### src/sv/bblur_pkg.sv
// Shared types, constants and helpers for the 3x3 box blur.
// Used by the channel interfaces, the controller, the datapath and the top level.
`default_nettype none

package bblur_pkg;

	localparam int MAX_LINE_PIXELS_DEF = 1024;

	localparam int FRAME_W_BITS = 11;
	localparam int FRAME_H_BITS = 12;
	localparam int CH_BITS      = 8;
	localparam int PIX_BITS     = 3 * CH_BITS;

	// nine samples of 8 bits plus the rounding half
	localparam int SUM_W   = 12;
	localparam int CNT_W   = 4;
	localparam int RECIP_K = 16;
	localparam int RECIP_W = RECIP_K + 1;
	localparam int PROD_W  = SUM_W + RECIP_W;

	localparam int APB_AW = 3;
	localparam int APB_DW = 32;

	localparam logic REG_FRAME_WIDTH  = 1'b0;
	localparam logic REG_FRAME_HEIGHT = 1'b1;

	localparam logic FUNC_PIXEL = 1'b0;
	localparam logic FUNC_DRAIN = 1'b1;

	// neighbour offset codes along a row or a column
	localparam logic [1:0] SEL_BEFORE = 2'd0;
	localparam logic [1:0] SEL_CENTRE = 2'd1;
	localparam logic [1:0] SEL_AFTER  = 2'd2;

	typedef struct packed {
		logic       store;
		logic       start;
		logic       rd;
		logic [1:0] row_sel;
		logic [1:0] col_sel;
		logic       divide;
		logic       emit;
	} cmd_t;

	typedef struct packed {
		logic res_ready;
		logic out_free;
	} sts_t;

	// ceil(2^16 / n); exact floor division for sums below 2300
	function automatic logic [RECIP_W-1:0] recip(input logic [CNT_W-1:0] n);
		logic [RECIP_W-1:0] r;
		unique case (n)
			4'd1:    r = 17'd65536;
			4'd2:    r = 17'd32768;
			4'd3:    r = 17'd21846;
			4'd4:    r = 17'd16384;
			4'd5:    r = 17'd13108;
			4'd6:    r = 17'd10923;
			4'd7:    r = 17'd9363;
			4'd8:    r = 17'd8192;
			4'd9:    r = 17'd7282;
			default: r = '0;
		endcase
		return r;
	endfunction

endpackage

`default_nettype wire

### src/sv/bblur_ctrl.sv
// Controller: takes an item and, if a result is ready, steps the nine neighbour
// reads, then divides and hands the result over. Depends on bblur_pkg.
`default_nettype none

module bblur_ctrl (
	input  logic            clk,
	input  logic            arst_n,
	input  logic            pix_valid,
	output logic            pix_ready,
	output bblur_pkg::cmd_t cmd,
	input  bblur_pkg::sts_t sts
);

	import bblur_pkg::*;

	typedef enum logic [5:0] {
		ST_IDLE   = 6'b000001,
		ST_CHECK  = 6'b000010,
		ST_READ   = 6'b000100,
		ST_FLUSH  = 6'b001000,
		ST_DIVIDE = 6'b010000,
		ST_EMIT   = 6'b100000
	} state_t;

	state_t     state_q, state_d;
	logic [1:0] row_q, row_d;
	logic [1:0] col_q, col_d;

	always_comb begin
		state_d   = state_q;
		row_d     = row_q;
		col_d     = col_q;
		cmd       = '0;
		pix_ready = 1'b0;
		unique case (state_q)
			ST_IDLE: begin
				pix_ready = 1'b1;
				if (pix_valid) begin
					cmd.store = 1'b1;
					state_d   = ST_CHECK;
				end
			end
			ST_CHECK: begin
				if (sts.res_ready) begin
					cmd.start = 1'b1;
					row_d     = SEL_BEFORE;
					col_d     = SEL_BEFORE;
					state_d   = ST_READ;
				end else begin
					state_d = ST_IDLE;
				end
			end
			ST_READ: begin
				cmd.rd      = 1'b1;
				cmd.row_sel = row_q;
				cmd.col_sel = col_q;
				if (col_q == SEL_AFTER) begin
					col_d = SEL_BEFORE;
					if (row_q == SEL_AFTER) begin
						state_d = ST_FLUSH;
					end else begin
						row_d = row_q + 2'd1;
					end
				end else begin
					col_d = col_q + 2'd1;
				end
			end
			// last read data lands in the accumulator
			ST_FLUSH: begin
				state_d = ST_DIVIDE;
			end
			ST_DIVIDE: begin
				cmd.divide = 1'b1;
				state_d    = ST_EMIT;
			end
			ST_EMIT: begin
				if (sts.out_free) begin
					cmd.emit = 1'b1;
					state_d  = ST_IDLE;
				end
			end
			default: begin
				state_d = ST_IDLE;
			end
		endcase
	end

	always_ff @(posedge clk or negedge arst_n) begin
		if (!arst_n) begin
			state_q <= ST_IDLE;
			row_q   <= SEL_BEFORE;
			col_q   <= SEL_BEFORE;
		end else begin
			state_q <= state_d;
			row_q   <= row_d;
			col_q   <= col_d;
		end
	end

endmodule

`default_nettype wire

### config.mk
export PLATFORM = sky130hd
export DESIGN_NAME = bblur_ctrl
export DESIGN_NICKNAME = d
export VERILOG_FILES = /design/src/sv/bblur_pkg.sv /design/src/sv/bblur_ctrl.sv
export SDC_FILE = /design/constraint.sdc
export NUM_CORES = 1
export LEC_CHECK = 0
export BUFFER_PORTS_ARGS = -buffer_cell sky130_fd_sc_hd__buf_2
export CORE_UTILIZATION = 38
export DETAILED_ROUTE_END_ITERATION = 8
export HOLD_SLACK_MARGIN = 0.06
export SETUP_SLACK_MARGIN = 0.02
export SYNTH_ARGS = -nofsm -noshare
export SYNTH_HDL_FRONTEND = slang
export SYNTH_SLANG_ARGS = --single-unit
### constraint.sdc
create_clock -name clk -period 1.5 [get_ports clk]
set_clock_uncertainty 0.05 [all_clocks]
set_input_delay 0.075 -clock clk [delete_from_list [all_inputs] [get_ports clk]]
set_output_delay 0.075 -clock clk [all_outputs]
set_load 0.02 [all_outputs]
==> results of run 1 <==
==> worst max-delay path, stage by stage, from the launching register on <==
cell	delay (ns)
dfrtp_1	0.39
or3_4	0.41
nor4b_4	0.27
and2_4	0.19
buf_6	0.11
==> area by class of cell <==
class                           count  area [sq um]
Timing Repair Buffer               39           312
Tap cell                           16          20.0
Multi-Input combinational cell     42           415
Fill cell                         104           454
Clock buffer                        4          36.3
Sequential cell                    10           251
Inverter                            4          17.5
==> stage by stage <==
stage,area [sq um],instances,hold slack [ns],util (%)
after floorplan,618,59,-0.271,-
after global placement,786,99,-0.102,52.2
after detailed placement,786,99,-0.101,52.2
after CTS,993,113,0.142,65.9
after global routing,1050,115,0.147,69.9
final,1050,115,0.140,69.9
==> logic make-up after synthesis <==
kind of cell | Yosys count
AO/OA/AOI/OAI | 9
adder cells (fa/ha/maj) | 1
buffers and inverters | 7
AND/OR/NAND/NOR | 29
multiplexers | 2
XOR/XNOR | 1
flip-flops | 10
==> per-layer routing <==
metal	global-route usage, %	vias up
met4	7.50	0
met1	25.3	278
met2	33.1	21
li1	-	286
met3	6.90	2
met5	0	-
==> report_power, final <==
| part | switching (W) | internal, W | leakage (nW) | total (W) |
|---|---|---|---|---|
| combinational | 0.000338 | 0.000412 | 0.383 | 0.000750 |
| clock | 0.0000967 | 0.000148 | 0.0210 | 0.000244 |
| sequential | 0.0000601 | 0.000334 | 0.134 | 0.000394 |
| total | 0.000495 | 0.000894 | 0.538 | 0.00139 |
==> sequential cells by signal (all words and copies together) (netlist names) <==
name	count
row_q	2
state_q	6
col_q	2
==> cell usage in the layout, fill, tap and decap left out, drive strengths merged <==
master / instances
a21o: 1
a22o: 2
and2: 4
and3: 3
and3b: 1
buf: 37
clkbuf: 4
dfrtp: 9
dfstp: 1
dlygate4sd3: 2
ha: 1
inv: 4
mux2: 2
nand2: 4
nand2b: 1
nor2: 3
nor2b: 3
nor3: 2
nor3b: 1
nor4: 3
nor4b: 1
o21ai: 3
o21bai: 1
o31ai: 2
or2b: 1
or3: 1
or4b: 1
xnor2: 1
==> worst max path at each step <==
| stage | endpoint | slack [ns] | depth (start not counted) |
|---|---|---|---|
| floorplan | cmd[8] | -0.13 | 3 |
| global placement | row_q[0]$_DFFE_PN0P_ | -0.003 | 5 |
| detailed placement | cmd[8] | -0.03 | 4 |
| CTS | cmd[8] | -0.31 | 4 |
| global route | cmd[8] | -0.33 | 4 |
| finish | cmd[8] | -0.26 | 4 |
==> what timing repair did <==
action | 4_1_cts | 5_1_grt
gates cloned | 0 | 0
pin swaps | 8 | 10
hold endpoints to repair | 11 | 0
endpoints found under the setup margin | 15 | 18
gates resized for setup | 25 | 12
buffers inserted | 9 | 6
hold buffers | 2 | 0
==> impl_metrics.env, run 1 <==
export IMPL_fp_dieW_um=42.1
export IMPL_drv_cap=0
export IMPL_htreeDepth=1
export IMPL_ant_nets=0
export IMPL_numPortBuffers=14
export IMPL_grt_pass1_vias=585
export IMPL_synth_top_area_share_pct=36.9
export IMPL_reg2reg_to="state_q[0]$_DFFE_PN1P_"
export IMPL_antenna_found_initial=0
export IMPL_fin_ws_ns=-0.257
export IMPL_syn_area_sq_um=611
export IMPL_grt_start_max_net_pins=11
export IMPL_synth_xor_area_share_pct=1.43
export IMPL_synth_main_ff_cell="dfrtp_1"
export IMPL_start_util_pct=40.5
export IMPL_clk_path_buf_depth=2
export IMPL_antenna_cells=0
export IMPL_startpoint="state_q[3]$_DFFE_PN0P_"
export IMPL_fmax_mhz=569
export IMPL_setup_viol=14
export IMPL_fin_crit_ns=1.76
export IMPL_final_layout_size_suffix_gt1_share_pct=64.6
export IMPL_synth_area_top_cells="dfrtp_1, dfstp_2, and2_1"
export IMPL_synthArstFlopShare_pct=100
export IMPL_clkLatencyLatePin_ns=0.27
export IMPL_cp_start_kind="flip-flop"
export IMPL_synth_seq_area_share_pct=41.2
export IMPL_viasPerCell=5.10
export IMPL_core_area_sq_um=1510
export IMPL_postSynthAreaPerCell_sq_um=10.3
export IMPL_ir_drop_mv=1.21
export IMPL_yosysMostFrequentCell="dfrtp_1"
export IMPL_post_place_ws_ns=-0.0348
export IMPL_die_area_sq_um=1770
export IMPL_syn_nets=65
export IMPL_met1_length_um=783
export IMPL_finalHoldViolCount=0
export IMPL_grt_overflow_total=0
export IMPL_drtIter0Drc=12
export IMPL_p_per_area_nw_per_um2=1320
export IMPL_r2r_start="state_q[5]$_DFFE_PN0P_"
export IMPL_totalPowerFinal_w=0.00139
export IMPL_cp_required_ns=1.37
export IMPL_crit_fanout=3
export IMPL_critPathCaptureType="primary output"
export IMPL_synth_top_family_by_area="simple AND/OR/NAND/NOR gates"
export IMPL_syn_inst=59
export IMPL_route_met2_wl_um=879
export IMPL_synth_edf_count=0
export IMPL_tns_ns=-1.44
export IMPL_grt_pass1_wl_mm=2.65
export IMPL_ys_top_cells_by_count="dfrtp_1, and2_1"
export IMPL_highest_layer="met4"
export IMPL_grt_usage_pct=20.5
export IMPL_max_slew_worst_pin_slew_ns=0.304
export IMPL_synth_compound_area_share_pct=10.9
export IMPL_clock_sinks=10
export IMPL_leakagePower_nw=0.538
export IMPL_globalplace_congestion=0.809
export IMPL_worstRegToRegCells=5
export IMPL_dp_hpwl_mm=1.06
export IMPL_clock_root_buffer="clkbuf_4"
export IMPL_reg2reg_setup_slack_ns=-0.07
export IMPL_dr_pass1_iters=4
export IMPL_yosysUniqueCellTypes=32
export IMPL_critical_path_arrival_ns=1.63
export IMPL_cts_buffers=3
export IMPL_dr_total_vias=587
export IMPL_holdCritPathClass="input port to asynchronous set/reset pin"
export IMPL_drcViolationCount=0
export IMPL_synth_fa_ha_area_share_pct=2.05
export IMPL_synthSimpleGateAreaFrac_pct=34.4
export IMPL_yosysTopAreaCell="dfrtp_1"
export IMPL_violations="setup timing"
export IMPL_num_io_pins=15
export IMPL_wire_per_inst_um=15.3
export IMPL_path_class="flip-flop to primary output"
export IMPL_num_nets_final=106
export IMPL_fin_crit_sh_pct=117
export IMPL_die_h_um=42.1
export IMPL_rsz0062_at_grt="yes"
export IMPL_rows=14
export IMPL_clk_pin_slew_ns=0.07
export IMPL_yosysWarnings=0
export IMPL_slew_headroom_pct=79.6
export IMPL_status="finished with violations"
export IMPL_slew_violations=0
export IMPL_ys_ff_latch=10
export IMPL_cts_tree="done"
export IMPL_area_growth_syn_to_layout_pct=72.3
export IMPL_synthMuxAreaShare_pct=4.30
export IMPL_wirelength_mm=1.76
export IMPL_wl_met3_um=78
Power figures use the tool's default switching activity.
==> inputs of run 2 (changes only) <==
--- a/config.mk
+++ b/config.mk
@@ -8,8 +8,10 @@
 export BUFFER_PORTS_ARGS = -buffer_cell sky130_fd_sc_hd__buf_2
 export CORE_UTILIZATION = 38
 export DETAILED_ROUTE_END_ITERATION = 8
+export GPL_ROUTABILITY_DRIVEN = 0
 export HOLD_SLACK_MARGIN = 0.06
 export SETUP_SLACK_MARGIN = 0.02
+export SKIP_CTS_REPAIR_TIMING = 1
 export SYNTH_ARGS = -nofsm -noshare
 export SYNTH_HDL_FRONTEND = slang
 export SYNTH_SLANG_ARGS = --single-unit
==> run 2 against run 1 <==
Effect of this change:
- the run still ends with setup timing left
- worst setup slack worse by 0.075 ns
- clock-buffer cell count unchanged
- critical path depth unchanged
- via count down 4.3%
- largest power group unchanged
- largest cell class unchanged
- register-to-register slack better by 0.02 ns
- flip-flop and latch count unchanged
- sequential share of layout area up 0.95 points
- non-clock buffer count down 4
- utilization down 2.7 points
==> impl_metrics.env, run 2 (synthesized netlist as in run 1, its figures left out) <==
export IMPL_num_nets_final=102
export IMPL_clk_pin_slew_ns=0.06
export IMPL_tns_ns=-1.88
export IMPL_crit_chain="or3_4 -> nor4b_4 -> and2_4 -> buf_6"
export IMPL_cts_buffers=3
export IMPL_rsz0062_at_grt="yes"
export IMPL_grt_usage_pct=16.8
export IMPL_worstRegToRegCells=5
export IMPL_final_common_cell="buf_4"
export IMPL_numPortBuffers=14
export IMPL_reg2reg_setup_slack_ns=-0.05
export IMPL_dp_cells=99
export IMPL_drcViolationCount=0
export IMPL_cp_start_kind="flip-flop"
export IMPL_worst_path_max_delay_cell="or3_4"
export IMPL_cts_tree="done"
export IMPL_whs_ns=0.146
export IMPL_post_place_ws_ns=-0.0348
export IMPL_start_util_pct=40.5
export IMPL_stdcell_count=111
export IMPL_wire_per_inst_um=14.0
export IMPL_max_slew_worst_pin_slew_ns=0.287
export IMPL_die_h_um=42.1
export IMPL_regArea_sq_um=251
export IMPL_finalHoldViolCount=0
export IMPL_largest_register_ffs=6
export IMPL_num_io_pins=15
export IMPL_clock_root_buffer="clkbuf_4"
export IMPL_die_area_sq_um=1770
export IMPL_fin_crit_sh_pct=122
export IMPL_fillers=114
export IMPL_slew_violations=0
export IMPL_dr_pass1_iters=3
export IMPL_violations="setup timing"
export IMPL_core_area_sq_um=1510
export IMPL_ant_nets=0
export IMPL_final_layout_size_suffix_gt1_share_pct=60.0
export IMPL_setup_viol=13
export IMPL_fin_crit_ns=1.83
export IMPL_holdCritPathClass="input port to asynchronous set/reset pin"
export IMPL_antenna_found_initial=0
export IMPL_grt_pass1_wl_mm=2.16
export IMPL_antenna_cells=0
export IMPL_critical_path_cell_count=4
export IMPL_multi_input_area_sq_um=405
export IMPL_crit_fanout=3
export IMPL_mostFrequentLayoutCells="buf_4, dfrtp_1, buf_6, buf_2"
export IMPL_status="finished with violations"
export IMPL_post_route_util_pct=67.2
export IMPL_crit_buf_inv=1
export IMPL_ir_drop_mv=0.862
export IMPL_dp_hpwl_mm=1.06
export IMPL_area_growth_syn_to_layout_pct=65.8
export IMPL_critPathTopFamily="simple AND/OR/NAND/NOR gates"
export IMPL_leakagePower_nw=0.499
export IMPL_fp_dieW_um=42.1
export IMPL_startpoint="state_q[1]$_DFFE_PN0P_"
export IMPL_fmax_mhz=546
export IMPL_grt_start_max_net_pins=11
export IMPL_clkLatencyLatePin_ns=0.26
export IMPL_grt_pass1_vias=483
export IMPL_critPathCaptureType="primary output"
export IMPL_critical_path_arrival_ns=1.71
export IMPL_p_per_area_nw_per_um2=1370
export IMPL_clock_sinks=10
export IMPL_path_class="flip-flop to primary output"
export IMPL_fin_ws_ns=-0.332
export IMPL_clk_path_buf_depth=2
export IMPL_htreeDepth=1
export IMPL_grt_overflow_total=0
export IMPL_reg_top3="state_q (6), col_q (2), row_q (2)"
export IMPL_rows=14
export IMPL_slew_headroom_pct=80.8
export IMPL_drtIter0Drc=5
export IMPL_dr_total_vias=562
export IMPL_slowest_delay_ns=0.42
export IMPL_regMostFlops="state_q"
export IMPL_wirelength_mm=1.55
export IMPL_viasPerCell=5.06
export IMPL_cp_required_ns=1.37
export IMPL_r2r_start="state_q[5]$_DFFE_PN0P_"
export IMPL_drv_cap=0
==> run 2: cell count changes in the layout (fill, tap and decap cells not counted), sizes merged <==
cell / delta
buf: -4
==> run 2: final timing paths <==
check | endpoint
min in group clk | state_q[5]$_DFFE_PN0P_
max in group asynchronous | state_q[0]$_DFFE_PN1P_
worst max register to register | row_q[0]$_DFFE_PN0P_
worst max-delay path | cmd[8]
worst min register to register | col_q[0]$_DFFE_PN0P_
worst min-delay path | row_q[1]$_DFFE_PN0P_
==> run 2: layout make-up <==
| class | instances | area share, % |
|---|---|---|
| clock buffers | 4 | 3.58 |
| repair buffers | 35 | 27.8 |
| inverters | 4 | 1.73 |
| flip-flops and latches | 10 | 24.8 |
| multi-input cells | 42 | 40.0 |
| well taps | 16 | 1.98 |
==> run 2: through the flow <==
step | power (W) | cell area, sq um
final | 0.00139 | 1010
after detailed placement | 0.000931 | 786
after CTS | 0.00117 | 822
after floorplan | 0.000716 | 618
after global routing | 0.00148 | 1010
after global placement | 0.000915 | 786
==> run 2: per-layer routing <==
layer | vias to the layer above | global-route usage, % | part of all wire, %
li1 | 279 | - | -
met4 | 0 | 7.50 | 1.2
met5 | - | 0 | 0
met3 | 2 | 7.33 | 4.2
met1 | 268 | 21.8 | 44
met2 | 13 | 24.1 | 50
==> run 2: report_power, final <==
group	switching (W)	internal (W)	total (W)
Combinational	0.000337	0.000426	0.000763
Sequential	0.0000556	0.000334	0.000389
Clock	0.0000916	0.000147	0.000239
==> inputs of run 3 (changes only) <==
--- a/config.mk
+++ b/config.mk
@@ -5,12 +5,14 @@
 export SDC_FILE = /design/constraint.sdc
 export NUM_CORES = 1
 export LEC_CHECK = 0
+export ABC_AREA = 1
 export BUFFER_PORTS_ARGS = -buffer_cell sky130_fd_sc_hd__buf_2
 export CORE_UTILIZATION = 38
 export DETAILED_ROUTE_END_ITERATION = 8
 export GPL_ROUTABILITY_DRIVEN = 0
 export HOLD_SLACK_MARGIN = 0.06
-export SETUP_SLACK_MARGIN = 0.02
+export PLACE_DENSITY = 0.73
+export SETUP_SLACK_MARGIN = 0.15
 export SKIP_CTS_REPAIR_TIMING = 1
 export SYNTH_ARGS = -nofsm -noshare
 export SYNTH_HDL_FRONTEND = slang
==> run 3 against run 2 <==
Effect of this change:
- the run still ends with setup timing left
- die area grew 4.5%
- sequential power grew 12%
- routed wire length grew 11%
- clock-buffer cell count is the same
- largest power group unchanged
==> impl_metrics.env, run 3 <==
export IMPL_status="finished with violations"
export IMPL_violations="setup timing"
export IMPL_pwr_share_seq_pct=30.3
export IMPL_die_area_sq_um=1850
export IMPL_fillers=138
export IMPL_cts_buffers=3
export IMPL_drv_cap=0
export IMPL_yosysUniqueCellTypes=18
export IMPL_holdCritPathClass="input port to flip-flop"
export IMPL_final_area_sq_um=957
export IMPL_fin_ws_ns=-0.00401
export IMPL_die_h_um=43.0
export IMPL_clockPowerShare_pct=14.6
export IMPL_slew_headroom_pct=78.5
export IMPL_htreeDepth=1
export IMPL_wire_per_inst_um=12.7
export IMPL_synthArstFlopShare_pct=100
export IMPL_wirelength_mm=1.72
export IMPL_syn_inst=86
export IMPL_power_internal_w=0.000793
export IMPL_grt_pass1_vias=512
export IMPL_dp_hpwl_um=974
export IMPL_mostFrequentLayoutCells="buf_4, inv_1, nor2_1"
export IMPL_clk_path_buf_depth=2
export IMPL_p_sw_w=0.000637
export IMPL_totalPowerFinal_w=0.00143
export IMPL_ys_ff_latch=10
export IMPL_whs_ns=0.0836
export IMPL_switching_share_pct=44.5
export IMPL_synth_seq_area_share_pct=39.3
export IMPL_pwr_share_comb_pct=55.1
export IMPL_max_slew_worst_pin_slew_ns=0.322
export IMPL_synth_edf_count=0
export IMPL_largest_register_ffs=6
export IMPL_fp_dieW_um=43.0
export IMPL_critPathCaptureType="primary output"
export IMPL_fin_crit_ns=1.50
export IMPL_drcViolationCount=0
export IMPL_final_layout_size_suffix_gt1_share_pct=42.0
export IMPL_num_io_pins=15
export IMPL_synth_top_area_share_pct=35.2
export IMPL_core_area_sq_um=1540
export IMPL_path_class="flip-flop to primary output"
export IMPL_regMostFlops="state_q"
export IMPL_yosysTopAreaCell="dfrtp_1"
export IMPL_synth_area_top_cells="dfrtp_1, inv_1, nor2_1"
export IMPL_grt_usage_pct=16.5
export IMPL_finalHoldViolCount=0
export IMPL_fin_crit_sh_pct=100
export IMPL_final_common_cell="buf_4"
export IMPL_critical_path_arrival_ns=1.38
export IMPL_num_nets_final=126
export IMPL_grt_overflow_total=0
export IMPL_p_per_area_nw_per_um2=1490
export IMPL_drtIter0Drc=37
export IMPL_cts_tree="done"
export IMPL_reg_top3="state_q (6), col_q (2), row_q (2)"
export IMPL_tns_ns=-0.00898
export IMPL_clock_sinks=10
export IMPL_postSynthAreaPerCell_sq_um=7.43
export IMPL_crit_fanout=4
export IMPL_dr_pass1_iters=4
export IMPL_antenna_found_initial=0
export IMPL_slew_violations=0
export IMPL_place_area_sq_um=722
export IMPL_ys_top_cells_by_count="inv_1, nor2_1, nand2_1, dfrtp_1, nand3_1"
export IMPL_ir_drop_mv=0.904
export IMPL_synth_main_ff_cell="dfrtp_1"
export IMPL_viasPerCell=5.19
export IMPL_start_util_pct=41.5
export IMPL_clock_root_buffer="clkbuf_4"
export IMPL_rows=14
export IMPL_syn_area_sq_um=639
export IMPL_area_growth_syn_to_layout_pct=49.7
export IMPL_cp_start_kind="flip-flop"
export IMPL_yosysWarnings=0
export IMPL_clk_pin_slew_ns=0.07
export IMPL_clkLatencyLatePin_ns=0.27
export IMPL_post_place_ws_ns=0.162
export IMPL_reg2reg_setup_slack_ns=-0.004
export IMPL_rsz0062_at_grt="yes"
export IMPL_fmax_mhz=665
export IMPL_grt_pass1_wl_mm=2.22
export IMPL_ant_nets=0
export IMPL_leakagePower_nw=0.511
export IMPL_dr_total_vias=701
export IMPL_antenna_cells=0
export IMPL_numPortBuffers=14
export IMPL_cp_required_ns=1.37
export IMPL_syn_nets=92
export IMPL_yosysMostFrequentCell="inv_1"
export IMPL_setup_viol=3
export IMPL_grt_start_max_net_pins=11
==> run 3: cell types whose count changed in the layout (fill, tap and decap cells not counted), moves of 3 or more <==
cell     change
buf_6        -3
nand4_1      +7
nor2_1      +13
nand3_1      +8
buf_4        -3
inv_1       +14
nand2_1      +5
and2_4       -3
nor2_4       +4
nand3_2      +3
==> run 3: worst paths after layout <==
check / start / to / cells after the start
max: state_q[0]$_DFFE_PN1P_ / cmd[8] / 5
min: sts[0] / state_q[5]$_DFFE_PN0P_ / 4
max reg2reg: state_q[4]$_DFFE_PN0P_ / state_q[0]$_DFFE_PN1P_ / 8
min reg2reg: row_q[0]$_DFFE_PN0P_ / row_q[0]$_DFFE_PN0P_ / 2
max in group asynchronous: arst_n / state_q[0]$_DFFE_PN1P_ / 2
min in group asynchronous: arst_n / state_q[4]$_DFFE_PN0P_ / 2
==> run 3: area by class of cell <==
cell class                 count  area, sq um  share of cell area (%)
clock buffer                   4         26.3                    2.75
inverter                      20         80.1                    8.37
multi-input combinational     56          353                    36.9
sequential                    10          253                    26.4
tap                           16         20.0                    2.09
timing repair buffer          29          225                    23.5
==> run 3: worst max-delay path, cell delays in order (launching register included) <==
cell	delay (ns)
dfstp_2	0.57
inv_2	0.05
nor2_4	0.09
nand3_2	0.12
nor2_1	0.12
buf_4	0.15
==> run 3: kinds of logic after synthesis <==
family	count (synthesis)	synth area share (%)
AND/OR/NAND/NOR	51	42.1
buffers and inverters	21	13.7
flip-flops	10	39.3
AO/OA/AOI/OAI	3	2.94
adder cells (fa/ha/maj)	1	1.96
==> run 3: power by group through the flow <==
stage / registers, W / clock network (W) / logic [W]
after floorplan: 0.000411 / 0 / 0.000402
after global placement: 0.000418 / 0 / 0.000497
after detailed placement: 0.000421 / 0 / 0.000514
after CTS: 0.000415 / 0.000210 / 0.000515
after global routing: 0.000445 / 0.000223 / 0.000847
final: 0.000434 / 0.000208 / 0.000788
==> run 3: metal layers <==
layer  track usage (%)  share of wire, %  vias to the layer above
li1                  -                 -                      339
met1              20.5                44                      328
met2              25.5                47                       26
met3              1.28               4.7                        8
met4              14.5               3.8                        0
met5                 0                 0                        -
==> run 3: per-stage QoR <==
step,instances,utilization (%)
3_5_place_dp,115,46.8
4_1_cts,119,48.5
6_report,135,62.1
5_1_grt,135,62.1
3_3_place_gp,115,46.8
2_1_floorplan,86,-
